[src/rtl/core/lfu_cache_policy_core_defines.svh]
// assertion helpers for the lfu core
`ifndef LFU_CACHE_POLICY_CORE_DEFINES_SVH
`define LFU_CACHE_POLICY_CORE_DEFINES_SVH

// same-cycle implication
`define LFU_ASSERT_NOW(lbl, ante, cons, msg) \
  lbl: assert property (@(posedge clk) disable iff (rst) (ante) |-> (cons)) else $error(msg);

// next-cycle implication
`define LFU_ASSERT_NEXT(lbl, ante, cons, msg) \
  lbl: assert property (@(posedge clk) disable iff (rst) (ante) |=> (cons)) else $error(msg);

`endif

[src/rtl/core/lfu_pkg.sv]
`default_nettype none

package lfu_pkg;

  localparam int CAP_W             = 5;
  localparam int DEFAULT_ENTRIES   = 16;
  localparam int DEFAULT_COUNT_W   = 16;
  localparam logic [CAP_W-1:0] CAP_RESET = 5'd16;

  localparam logic REQ_GET = 1'b0;
  localparam logic REQ_PUT = 1'b1;

  typedef struct packed {
    logic               req_type;
    logic signed [31:0] req_key;
    logic signed [31:0] req_value;
  } req_t;

  typedef struct packed {
    logic               hit;
    logic signed [31:0] read_value;
    logic               evicted;
    logic signed [31:0] evicted_key;
  } rsp_t;

  typedef struct packed {
    logic found;
    logic free_any;
    logic victim_any;
  } scan_flags_t;

  typedef enum logic [1:0] {
    ST_IDLE,
    ST_SCAN,
    ST_UPDATE
  } state_t;

endpackage

`default_nettype wire

[src/rtl/core/lfu_scan.sv]
`default_nettype none

module lfu_scan
  import lfu_pkg::*;
#(
  parameter int ENTRIES     = DEFAULT_ENTRIES,
  parameter int COUNT_WIDTH = DEFAULT_COUNT_W
) (
  input  logic                   clk,
  input  logic                   rst,
  input  logic                   start,
  input  logic                   step,
  input  logic [((ENTRIES > 1) ? $clog2(ENTRIES) : 1)-1:0] step_idx,
  input  logic                   step_entry_valid,
  input  logic signed [31:0]     ent_key,
  input  logic signed [31:0]     ent_value,
  input  logic [COUNT_WIDTH-1:0] ent_count,
  input  logic [31:0]            ent_stamp,
  input  logic signed [31:0]     req_key,
  input  logic [31:0]            stamp_now,
  output scan_flags_t            flags,
  output logic [((ENTRIES > 1) ? $clog2(ENTRIES) : 1)-1:0] found_idx,
  output logic signed [31:0]     found_value,
  output logic [COUNT_WIDTH-1:0] found_count,
  output logic [31:0]            found_stamp,
  output logic [((ENTRIES > 1) ? $clog2(ENTRIES) : 1)-1:0] free_idx,
  output logic [((ENTRIES > 1) ? $clog2(ENTRIES) : 1)-1:0] victim_idx,
  output logic signed [31:0]     victim_key
);

  logic [COUNT_WIDTH-1:0] best_count;
  logic [31:0]            best_age;
  logic [31:0]            age;
  logic                   take_victim;

  assign age = stamp_now - ent_stamp;

  always_comb begin
    take_victim = !flags.victim_any || (ent_count < best_count) ||
                  ((ent_count == best_count) && (age > best_age));
  end

  always_ff @(posedge clk) begin
    if (rst || start) begin
      flags <= '0;
    end else if (step) begin
      if (step_entry_valid) begin
        if (!flags.found && (ent_key == req_key)) begin
          flags.found <= 1'b1;
        end
        if (take_victim) begin
          flags.victim_any <= 1'b1;
        end
      end else if (!flags.free_any) begin
        flags.free_any <= 1'b1;
      end
    end
  end

  always_ff @(posedge clk) begin
    if (step && step_entry_valid) begin
      if (!flags.found && (ent_key == req_key)) begin
        found_idx   <= step_idx;
        found_value <= ent_value;
        found_count <= ent_count;
        found_stamp <= ent_stamp;
      end
      if (take_victim) begin
        victim_idx <= step_idx;
        victim_key <= ent_key;
        best_count <= ent_count;
        best_age   <= age;
      end
    end
    if (step && !step_entry_valid && !flags.free_any) begin
      free_idx <= step_idx;
    end
  end

endmodule

`default_nettype wire

[src/rtl/core/lfu_cache_policy_core.sv]
// lfu key-value store, up to ENTRIES entries
// in channel (in_valid/in_ready/in_data): one get or put request per beat
// out channel (out_valid/out_ready/out_data): one response beat per request
// cfg channel (cfg_valid/cfg_ready/cfg_data): active capacity, taken only while
// idle with no request offered
// a request walks the entry memory once through one compare unit that finds
// the key, the first free slot and the lfu victim, then does the write-back
// and loads the response; with capacity zero the walk is skipped and the
// request goes straight from the accept to the write-back
// the memory read port, one entry per cycle, paces the walk
// one request is in flight at a time; a response waiting in the output
// register does not block the next accept, but the write-back of the next
// request holds until that response beat is taken
// reset clears the valid bits, fill count and stamp and sets capacity to 16;
// no clearing pass is needed
`default_nettype none

module lfu_cache_policy_core
  import lfu_pkg::*;
#(
  parameter int ENTRIES     = DEFAULT_ENTRIES,
  parameter int COUNT_WIDTH = DEFAULT_COUNT_W
) (
  input  logic             clk,
  input  logic             rst,
  input  logic             in_valid,
  output logic             in_ready,
  input  req_t             in_data,
  output logic             out_valid,
  input  logic             out_ready,
  output rsp_t             out_data,
  input  logic             cfg_valid,
  output logic             cfg_ready,
  input  logic [CAP_W-1:0] cfg_data
);

`include "lfu_cache_policy_core_defines.svh"

  localparam int IDX_W  = (ENTRIES > 1) ? $clog2(ENTRIES) : 1;
  localparam int FILL_W = $clog2(ENTRIES + 1);

  state_t state, state_next;

  logic [CAP_W-1:0]  active_capacity;
  logic [FILL_W-1:0] cap_eff;
  logic              cap_zero;
  logic [FILL_W-1:0] fill_count;
  logic [31:0]       access_stamp;
  logic [ENTRIES-1:0] entry_valid;

  req_t              req;
  logic              req_cap_zero;
  logic [FILL_W-1:0] rd_idx;
  logic              step_valid;
  logic [IDX_W-1:0]  step_idx;

  logic signed [31:0]     mem_key   [ENTRIES];
  logic signed [31:0]     mem_value [ENTRIES];
  logic [COUNT_WIDTH-1:0] mem_count [ENTRIES];
  logic [31:0]            mem_stamp [ENTRIES];

  logic signed [31:0]     rd_key;
  logic signed [31:0]     rd_value;
  logic [COUNT_WIDTH-1:0] rd_count;
  logic [31:0]            rd_stamp;

  logic in_fire;
  logic rd_en;
  logic load_out;

  scan_flags_t            flags;
  logic [IDX_W-1:0]       found_idx;
  logic signed [31:0]     found_value;
  logic [COUNT_WIDTH-1:0] found_count;
  logic [31:0]            found_stamp;
  logic [IDX_W-1:0]       free_idx;
  logic [IDX_W-1:0]       victim_idx;
  logic signed [31:0]     victim_key;

  logic                   live_found;
  logic                   need_evict;
  logic                   do_evict;
  logic                   do_insert;
  logic                   wr_en;
  logic [IDX_W-1:0]       wr_idx;
  logic signed [31:0]     wr_value;
  logic [COUNT_WIDTH-1:0] wr_count;
  logic [31:0]            wr_stamp;
  rsp_t                   rsp;

  // effective capacity
  always_comb begin
    if (32'(active_capacity) > 32'(ENTRIES)) begin
      cap_eff = FILL_W'(ENTRIES);
    end else begin
      cap_eff = FILL_W'(active_capacity);
    end
  end
  assign cap_zero  = (active_capacity == '0);
  assign cfg_ready = (state == ST_IDLE) && !in_valid;

  // next state
  always_comb begin
    state_next = state;
    unique case (state)
      ST_IDLE: begin
        if (in_valid) begin
          state_next = cap_zero ? ST_UPDATE : ST_SCAN;
        end
      end
      ST_SCAN: begin
        if (rd_idx == FILL_W'(ENTRIES)) begin
          state_next = ST_UPDATE;
        end
      end
      ST_UPDATE: begin
        if (load_out) begin
          state_next = ST_IDLE;
        end
      end
      default: state_next = ST_IDLE;
    endcase
  end

  // control outputs
  always_comb begin
    in_ready = (state == ST_IDLE);
    in_fire  = in_valid && (state == ST_IDLE);
    rd_en    = (state == ST_SCAN) && (rd_idx != FILL_W'(ENTRIES));
    load_out = (state == ST_UPDATE) && (!out_valid || out_ready);
  end

  always_ff @(posedge clk) begin
    if (rst) begin
      state           <= ST_IDLE;
      active_capacity <= CAP_RESET;
      fill_count      <= '0;
      access_stamp    <= '0;
      entry_valid     <= '0;
      out_valid       <= 1'b0;
      step_valid      <= 1'b0;
      rd_idx          <= '0;
    end else begin
      state      <= state_next;
      step_valid <= rd_en;
      if (cfg_valid && cfg_ready) begin
        active_capacity <= cfg_data;
      end
      if (in_fire) begin
        rd_idx <= '0;
        if (!cap_zero) begin
          access_stamp <= access_stamp + 32'd1;
        end
      end else if (rd_en) begin
        rd_idx <= rd_idx + FILL_W'(1);
      end
      if (load_out) begin
        out_valid <= 1'b1;
      end else if (out_ready) begin
        out_valid <= 1'b0;
      end
      if (load_out && do_insert) begin
        entry_valid[wr_idx] <= 1'b1;
        if (!do_evict) begin
          fill_count <= fill_count + FILL_W'(1);
        end else if (fill_count == '0) begin
          fill_count <= FILL_W'(1);
        end
      end
    end
  end

  always_ff @(posedge clk) begin
    if (in_fire) begin
      req          <= in_data;
      req_cap_zero <= cap_zero;
    end
    step_idx <= rd_idx[IDX_W-1:0];
    if (load_out) begin
      out_data <= rsp;
    end
  end

  // entry memory
  always_ff @(posedge clk) begin
    if (wr_en) begin
      mem_key[wr_idx]   <= req.req_key;
      mem_value[wr_idx] <= wr_value;
      mem_count[wr_idx] <= wr_count;
      mem_stamp[wr_idx] <= wr_stamp;
    end
    if (rd_en) begin
      rd_key   <= mem_key[rd_idx[IDX_W-1:0]];
      rd_value <= mem_value[rd_idx[IDX_W-1:0]];
      rd_count <= mem_count[rd_idx[IDX_W-1:0]];
      rd_stamp <= mem_stamp[rd_idx[IDX_W-1:0]];
    end
  end

  lfu_scan #(
    .ENTRIES     (ENTRIES),
    .COUNT_WIDTH (COUNT_WIDTH)
  ) u_scan (
    .clk              (clk),
    .rst              (rst),
    .start            (in_fire),
    .step             (step_valid),
    .step_idx         (step_idx),
    .step_entry_valid (entry_valid[step_idx]),
    .ent_key          (rd_key),
    .ent_value        (rd_value),
    .ent_count        (rd_count),
    .ent_stamp        (rd_stamp),
    .req_key          (req.req_key),
    .stamp_now        (access_stamp),
    .flags            (flags),
    .found_idx        (found_idx),
    .found_value      (found_value),
    .found_count      (found_count),
    .found_stamp      (found_stamp),
    .free_idx         (free_idx),
    .victim_idx       (victim_idx),
    .victim_key       (victim_key)
  );

  // write-back and response
  always_comb begin
    live_found = flags.found && !req_cap_zero;
    need_evict = (fill_count >= cap_eff) || !flags.free_any;
    do_evict   = !req_cap_zero && (req.req_type == REQ_PUT) && !flags.found &&
                 need_evict && flags.victim_any;
    do_insert  = !req_cap_zero && (req.req_type == REQ_PUT) && !flags.found &&
                 (do_evict || flags.free_any);
    wr_en      = load_out && (live_found || do_insert);

    if (live_found) begin
      wr_idx   = found_idx;
      wr_value = (req.req_type == REQ_PUT) ? req.req_value : found_value;
      if (&found_count) begin
        wr_count = found_count;
        wr_stamp = found_stamp;
      end else begin
        wr_count = found_count + COUNT_WIDTH'(1);
        wr_stamp = access_stamp;
      end
    end else begin
      wr_idx   = do_evict ? victim_idx : free_idx;
      wr_value = req.req_value;
      wr_count = COUNT_WIDTH'(1);
      wr_stamp = access_stamp;
    end

    rsp.hit         = live_found;
    rsp.read_value  = (live_found && (req.req_type == REQ_GET)) ? found_value : 32'sd0;
    rsp.evicted     = do_evict;
    rsp.evicted_key = do_evict ? victim_key : 32'sd0;
  end

  `LFU_ASSERT_NOW(a_fill_bound, 1'b1, fill_count <= FILL_W'(ENTRIES), "fill count above entries")
  `LFU_ASSERT_NOW(a_evict_miss, out_valid && out_data.evicted, !out_data.hit, "eviction on a hit")
  `LFU_ASSERT_NOW(a_value_hit, out_valid && (out_data.read_value != 0), out_data.hit, "value without hit")
  `LFU_ASSERT_NEXT(a_stamp_step, in_valid && in_ready && !cap_zero, access_stamp == $past(access_stamp) + 32'd1, "stamp did not advance")

endmodule

`default_nettype wire
[config.mk]
export PLATFORM = sky130hd
export DESIGN_NAME = lfu_cache_policy_core
export DESIGN_NICKNAME = d
export VERILOG_FILES = /design/src/rtl/core/lfu_pkg.sv /design/src/rtl/core/lfu_scan.sv /design/src/rtl/core/lfu_cache_policy_core.sv
export VERILOG_INCLUDE_DIRS = /design/src /design/src/rtl/core
export SDC_FILE = /design/constraint.sdc
export NUM_CORES = 2
export LEC_CHECK = 0
export BUFFER_PORTS_ARGS = -buffer_cell sky130_fd_sc_hd__buf_4
export CORE_MARGIN = 10
export CORE_UTILIZATION = 60
export DETAILED_ROUTE_END_ITERATION = 16
export PLACE_DENSITY = 0.77
export SETUP_SLACK_MARGIN = 0.2
export SLEW_MARGIN = 20
export SYNTH_ARGS = -nofsm -noshare
export SYNTH_HDL_FRONTEND = slang
export SYNTH_SLANG_ARGS = --single-unit
[constraint.sdc]
create_clock -name clk -period 12.2 [get_ports clk]
set_input_delay 1.83 -clock clk [delete_from_list [all_inputs] [get_ports clk]]
set_output_delay 1.83 -clock clk [all_outputs]
set_load 0.02 [all_outputs]
# Yosys cells after proc, flatten, opt, wreduce, memory -nomap -nowiden
# Memory sizes are Yosys's and may differ from the RTL's. A register that Yosys moved wholly into a read port is not among the register bits.
# Index checks and enable logic that the tools add are counted.
dict set report op_classes {
  n_bitwise 4
  addsub 5
  eq_ne 10
  n_mux 24
  reduce_logical 48
  magnitude_cmp 7
}
# cell n
set ops {}
lappend ops {{$mux 32} 4}
lappend ops {{$add 32x1->32 const B} 1}
lappend ops {{$eq 32x32->1} 1}
lappend ops {{$gt 32x32->1} 1}
lappend ops {{$mux 16} 2}
lappend ops {{$sub 32x32->32} 1}
lappend ops {{$logic_and 1x1->1} 20}
lappend ops {{$add 16x1->16 const B} 1}
lappend ops {{$eq 16x16->1} 1}
lappend ops {{$lt 16x16->1} 1}
lappend ops {{$or 16x16->16} 1}
lappend ops {{$reduce_and 16->1} 1}
lappend ops {{$mux 5} 3}
lappend ops {{$add 5x1->5 const B} 2}
lappend ops {{$logic_not 5->1} 2}
lappend ops {{$lt 4x5->1 const B} 2}
lappend ops {{$reduce_and 2->1} 5}
lappend ops {{$reduce_and 3->1} 3}
lappend ops {{$mux 2} 4}
lappend ops {{$mux 4} 2}
lappend ops {{$logic_not 1->1} 7}
lappend ops {{$logic_or 1x1->1} 7}
lappend ops {{$mux 1} 6}
lappend ops {{$ne 2x2->1 const B} 3}
lappend ops {{15 further kinds} 17}
dict set report word_totals {
  ramBits 1792
  output_inout_bits 69
  n_memories 4
  inputBits 75
  elab_cells 131
  reg_bits 378
}
# memory words word_bits read_ports rd_clocked_by_memory_dff wr line
set mem_list {}
lappend mem_list {mem_key 16 32 1 1 1 lfu_cache_policy_core.sv:57} ;# logic signed [31:0] mem_key [ENTRIES];
lappend mem_list {mem_stamp 16 32 1 1 1 lfu_cache_policy_core.sv:60} ;# logic [31:0] mem_stamp [ENTRIES];
lappend mem_list {mem_value 16 32 1 1 1 lfu_cache_policy_core.sv:58} ;# logic signed [31:0] mem_value [ENTRIES];
lappend mem_list {mem_count 16 16 1 1 1 lfu_cache_policy_core.sv:59} ;# logic [COUNT_WIDTH-1:0] mem_count [ENTRIES];

# Depth between registers and ports, before layout
dict set report depth {
  word_depth 13
  mapped_depth 18
  ltp_nobuf 18
}

# By module
# A second synthesis with hierarchy kept.
dict set report unflattened {
  cells_unflattened 4055
  area_unflattened_um2 88253.4
}
# mod n_inst seq_area_each_um2 area_per_inst_um2 cells_each
set by_module_without_submodules {}
lappend by_module_without_submodules {lfu_cache_policy_core 1 62560.0 79488.7 3363}
lappend by_module_without_submodules {lfu_scan 1 5225.0 8764.7 692}

# Least setup slack after synthesis
# Ideal clock, no wire load.
dict set report synth_timing {
  kind {input to register}
  start {in out_ready}
  end {mem mem_count[5][0] in the netlist's numbering (enable)}
  t_required_ps 11615
  n_path_buf 0
  arrival_time_ps 10747
  slack_ps 869
  setup_ps 585
  cell_stages 6
  path_cell_list {nand2b_1 -> nor2b_1 -> o211ai_1 -> a21oi_1 -> o21ai_0 -> nor2_1}
}
dict set report synth_between {
  elab_chain_len 5
}
# item line
set synth_lines {}
lappend synth_lines {{start: declaration} lfu_cache_policy_core.sv:30} ;# input logic out_ready,
lappend synth_lines {{$logic_or 1x1->1} lfu_cache_policy_core.sv:130} ;# load_out = (state == ST_UPDATE) && (!out_valid || out_ready);
lappend synth_lines {{$logic_and 1x1->1} lfu_cache_policy_core.sv:130}
lappend synth_lines {{via load_out} lfu_cache_policy_core.sv:69} ;# logic load_out;
lappend synth_lines {{$logic_and 1x1->1} lfu_cache_policy_core.sv:234} ;# wr_en = load_out && (live_found || do_insert);
lappend synth_lines {{$mux 1} lfu_cache_policy_core.sv:186} ;# if (wr_en) begin
lappend synth_lines {{$mux 1 (not written as such)} lfu_cache_policy_core.sv:189} ;# mem_count[wr_idx] <= wr_count;
lappend synth_lines {{end: declaration} lfu_cache_policy_core.sv:59}
# The timed path passes the listed nets, and every way through them passes these cells.

# Worst setup path after layout
dict set report layout_timing {
  start {in out_ready}
  end {mem mem_value[7][19] (enable)}
}
dict set report layout_between {
  elab_chain_len 5
}
# item line
set layout_lines {}
lappend layout_lines {{$logic_or 1x1->1} lfu_cache_policy_core.sv:130}
lappend layout_lines {{$logic_and 1x1->1} lfu_cache_policy_core.sv:130}
lappend layout_lines {{via load_out} lfu_cache_policy_core.sv:69}
lappend layout_lines {{$logic_and 1x1->1} lfu_cache_policy_core.sv:234}
lappend layout_lines {{$mux 1} lfu_cache_policy_core.sv:186}
lappend layout_lines {{$mux 1 (not written as such)} lfu_cache_policy_core.sv:188} ;# mem_value[wr_idx] <= wr_value;
lappend layout_lines {{end: declaration} lfu_cache_policy_core.sv:58}
# The timed path passes the listed nets, and every way through them passes these cells.

==> reports/metrics.cfg <==
[worst_setup_path]
start_kind = input pin
cp-end-kind = flop
critPathRequiredTime_ns = 12.63
path_max_fanout = 50
critical_path_class = input pin to flop
crit_arrival_ns = 6.33

[sta]
tns_ns = 0
finalSetupViolCount = 0
worst_pin_slew_ns = 1.186
fin_crit_ns = 5.895
whs_ns = 0.4054
rsz0062_at_grt = false
finClkSkew_ns = 0.04075
worst_slack_ns = 6.305
slew_headroom = 0.2023
finalCritPeriodShare = 0.4832
slew_violations = 0
timing.final.hold_violations = 0
clock.fmax_mhz = 169.6

[route]
viasPerCell = 6.654
wirelength_um = 211100
ant_nets = 0
vias = 42420
drt_iter0_markers = 5694
drc = 0
routedWlPerCell_um = 33.11
drtPass1Iterations = 5

[cts]
cts_num_sinks = 2282
ctsHoldBuffers = 0
cts_tree = done
numCtsBuffers = 209
clk_latency_ns = 0.85
clk_pin_slew_worst_paths_ns = 0.06
post_cts.repair.setup_buffers = 0
ctsHtreeMaxLevel = 4
clk_path_buf_depth = 3
cts_resized = 0
cts-root-buf = clkbuf_16

[worst_hold_path]
holdCritPathClass = flop to flop

[power_and_ir_drop]
irDropWorstVdd_v = 0.0001580
power.total_mw = 16.01
cellLeakagePower_nw = 32.69
powerDensity_nw_per_um2 = 162.3

[global_route]
antenna_found_initial = 4
grt_usage = 0.2615
grt_pass1_wl_um = 309800
grt_max_degree = 146
grt_pass1_vias = 43880
grt_overflow = 0

[logic_synthesis]
syn_avg_cell_area_um2 = 21.86
synth_edf_count = 2208
syn_inst = 4034
ys_warn_count = 0
syn_nets = 4200
async_reset_ff_frac = 0
syn_area_um2 = 88170
ys_seq_elements = 2282
synth_top_flop_cell = edfxtp_1
ys_seq_area_frac = 0.7688
yosysUniqueCellTypes = 76

[finish]
drive_above_1_share = 0.2687
final_nets = 4442
fin_cells = 6376
area_growth_pct = 11.95

[floorplan]
die_area_um2 = 162700
ios = 144
num_rows = 140
die_w_um = 403.3
initial_core_util = 0.6042
core-area_um2 = 145900
die_h_um = 403.3

[place]
gp_congestion = 0.8407
dp_hpwl_um = 97450
portBuffers = 143
dp.cells = 5981
dp_slack_ns = 5.623

[run]
drv_cap = 0

[outcome]
status = finished, final reports clean

## worst max-delay path, cell delays in order
cell      delay [ns]
buf_4           0.08
nand2b_1        0.15
nor2b_4         0.16
buf_4           0.48
o211ai_1        0.32
a21oi_1         0.22
o21ai_1         0.32
nor2_4          1.00
buf_4           0.77
buf_4           0.89
## cell families after synthesis
kind of cell               after synthesis  synth area share
DFF                                   2282            0.7688
muxes                                  644            0.1543
and+or+nand+nor                        412           0.02519
buffers and inverters                  295           0.01384
AOI/OAI and AO/OA                      215           0.01544
xor gates and xnor gates                95          0.009437
adders and majority gates               91           0.01300
## cell usage in the layout (no fill, tap or decap), types with 12 or more instances in the layout
cell | netlist | final
a21o_1 | 16 | 16
a21oi_1 | 75 | 73
and2_1 | 68 | 68
buf_12 | 0 | 15
buf_4 | 1 | 182
bufinv_16 | 0 | 25
clkbuf_1 | 98 | 39
clkbuf_16 | 0 | 210
clkinv_1 | 1 | 46
clkinv_2 | 0 | 40
clkinvlp_4 | 0 | 13
dfxtp_1 | 74 | 70
edfxtp_1 | 2208 | 2208
ha_1 | 90 | 90
inv_1 | 126 | 126
mux2_2 | 68 | 68
mux4_2 | 565 | 565
nand2_1 | 65 | 65
nand2b_1 | 16 | 16
nand3_1 | 27 | 27
nand4_1 | 26 | 26
nor2_1 | 114 | 93
nor2_4 | 2 | 20
nor3_1 | 22 | 21
o211ai_1 | 12 | 12
o21a_1 | 13 | 13
o21ai_0 | 38 | 35
o22ai_1 | 17 | 17
xnor2_1 | 39 | 39
xor2_1 | 56 | 56
## worst paths after layout
kind / startpoint / to / slack, ns / cells after the start
worst min-delay path: rd_value[5] / u_scan.found_value[5] / 0.41 / 0
worst max-delay path: out_ready / mem_value[7][19] / 6.30 / 10
worst min register to register: rd_value[5] / u_scan.found_value[5] / 0.41 / 0
worst max register to register: u_scan.flags[2] / mem_key[5][25] / 6.52 / 10
## layout make-up
class / instances / area, um^2
Antenna cell: 1 / 2.502
Clock buffer: 253 / 5456
Clock inverter: 140 / 1493
Fill cell: 8502 / 47210
Inverter: 128 / 483.0
Multi-Input combinational cell: 1457 / 19370
Sequential cell: 2282 / 67800
Tap cell: 1917 / 2399
Timing Repair Buffer: 198 / 1694
## registers in the layout (all words and copies together), names as in the netlist, 65 cells and up
signal	count
mem_count	256
mem_key	512
mem_stamp	512
mem_value	512
out_data	66
req	65
## synthesized netlist by cell type, drive strengths merged (3+ instances only)
master / instances / share of area
nand3: 27 / 0.0015
nor2b: 9 / 0.00064
dfxtp: 74 / 0.017
mux2i: 11 / 0.0012
nand2: 66 / 0.0028
nand2b: 16 / 0.0011
and4: 6 / 0.00062
a21oi: 76 / 0.0044
nor3b: 4 / 0.00040
and2: 68 / 0.0048
xor2: 56 / 0.0056
and3: 11 / 0.00084
o211ai: 12 / 0.0010
mux4: 565 / 0.14
a211oi: 3 / 0.00026
o21a: 13 / 0.0011
ha: 90 / 0.013
mux2: 68 / 0.0087
nor4: 10 / 0.00088
clkbuf: 100 / 0.0043
a21o: 16 / 0.0014
nor3: 22 / 0.0012
nor2: 116 / 0.0051
o21bai: 6 / 0.00051
buf: 67 / 0.0041
inv: 127 / 0.0054
edfxtp: 2208 / 0.75
or2: 4 / 0.00028
or3: 10 / 0.00071
o22ai: 17 / 0.0012
nand4: 30 / 0.0025
a31oi: 6 / 0.00043
xnor2: 39 / 0.0039
nor4b: 5 / 0.00084
o2111ai: 3 / 0.00030
o21ai: 41 / 0.0024
a211o: 5 / 0.00050
## per-stage QoR
stage / instance area (um^2) / utilization
global placement: 91690 / 0.6284
finish: 98700 / 0.6764
floorplan: 88170 / -
global route: 98700 / 0.6764
detailed placement: 91690 / 0.6284
CTS: 98640 / 0.6760
## layer usage
metal	wire [um]	GRT usage	vias to the layer above
met5	40	0	-
met4	5990	0.07790	6
met3	20720	0.04765	378
met2	106300	0.4300	2696
met1	78120	0.3622	22180
li1	-	-	17160
## power breakdown
group | total [mW] | switching, mW | internal [mW]
combinational | 0.609 | 0.354 | 0.255
sequential | 8.76 | 0.0946 | 8.67
clock | 6.64 | 2.91 | 3.74
total | 16.0 | 3.35 | 12.7
No activity file was read; power rests on OpenSTA's default activity.
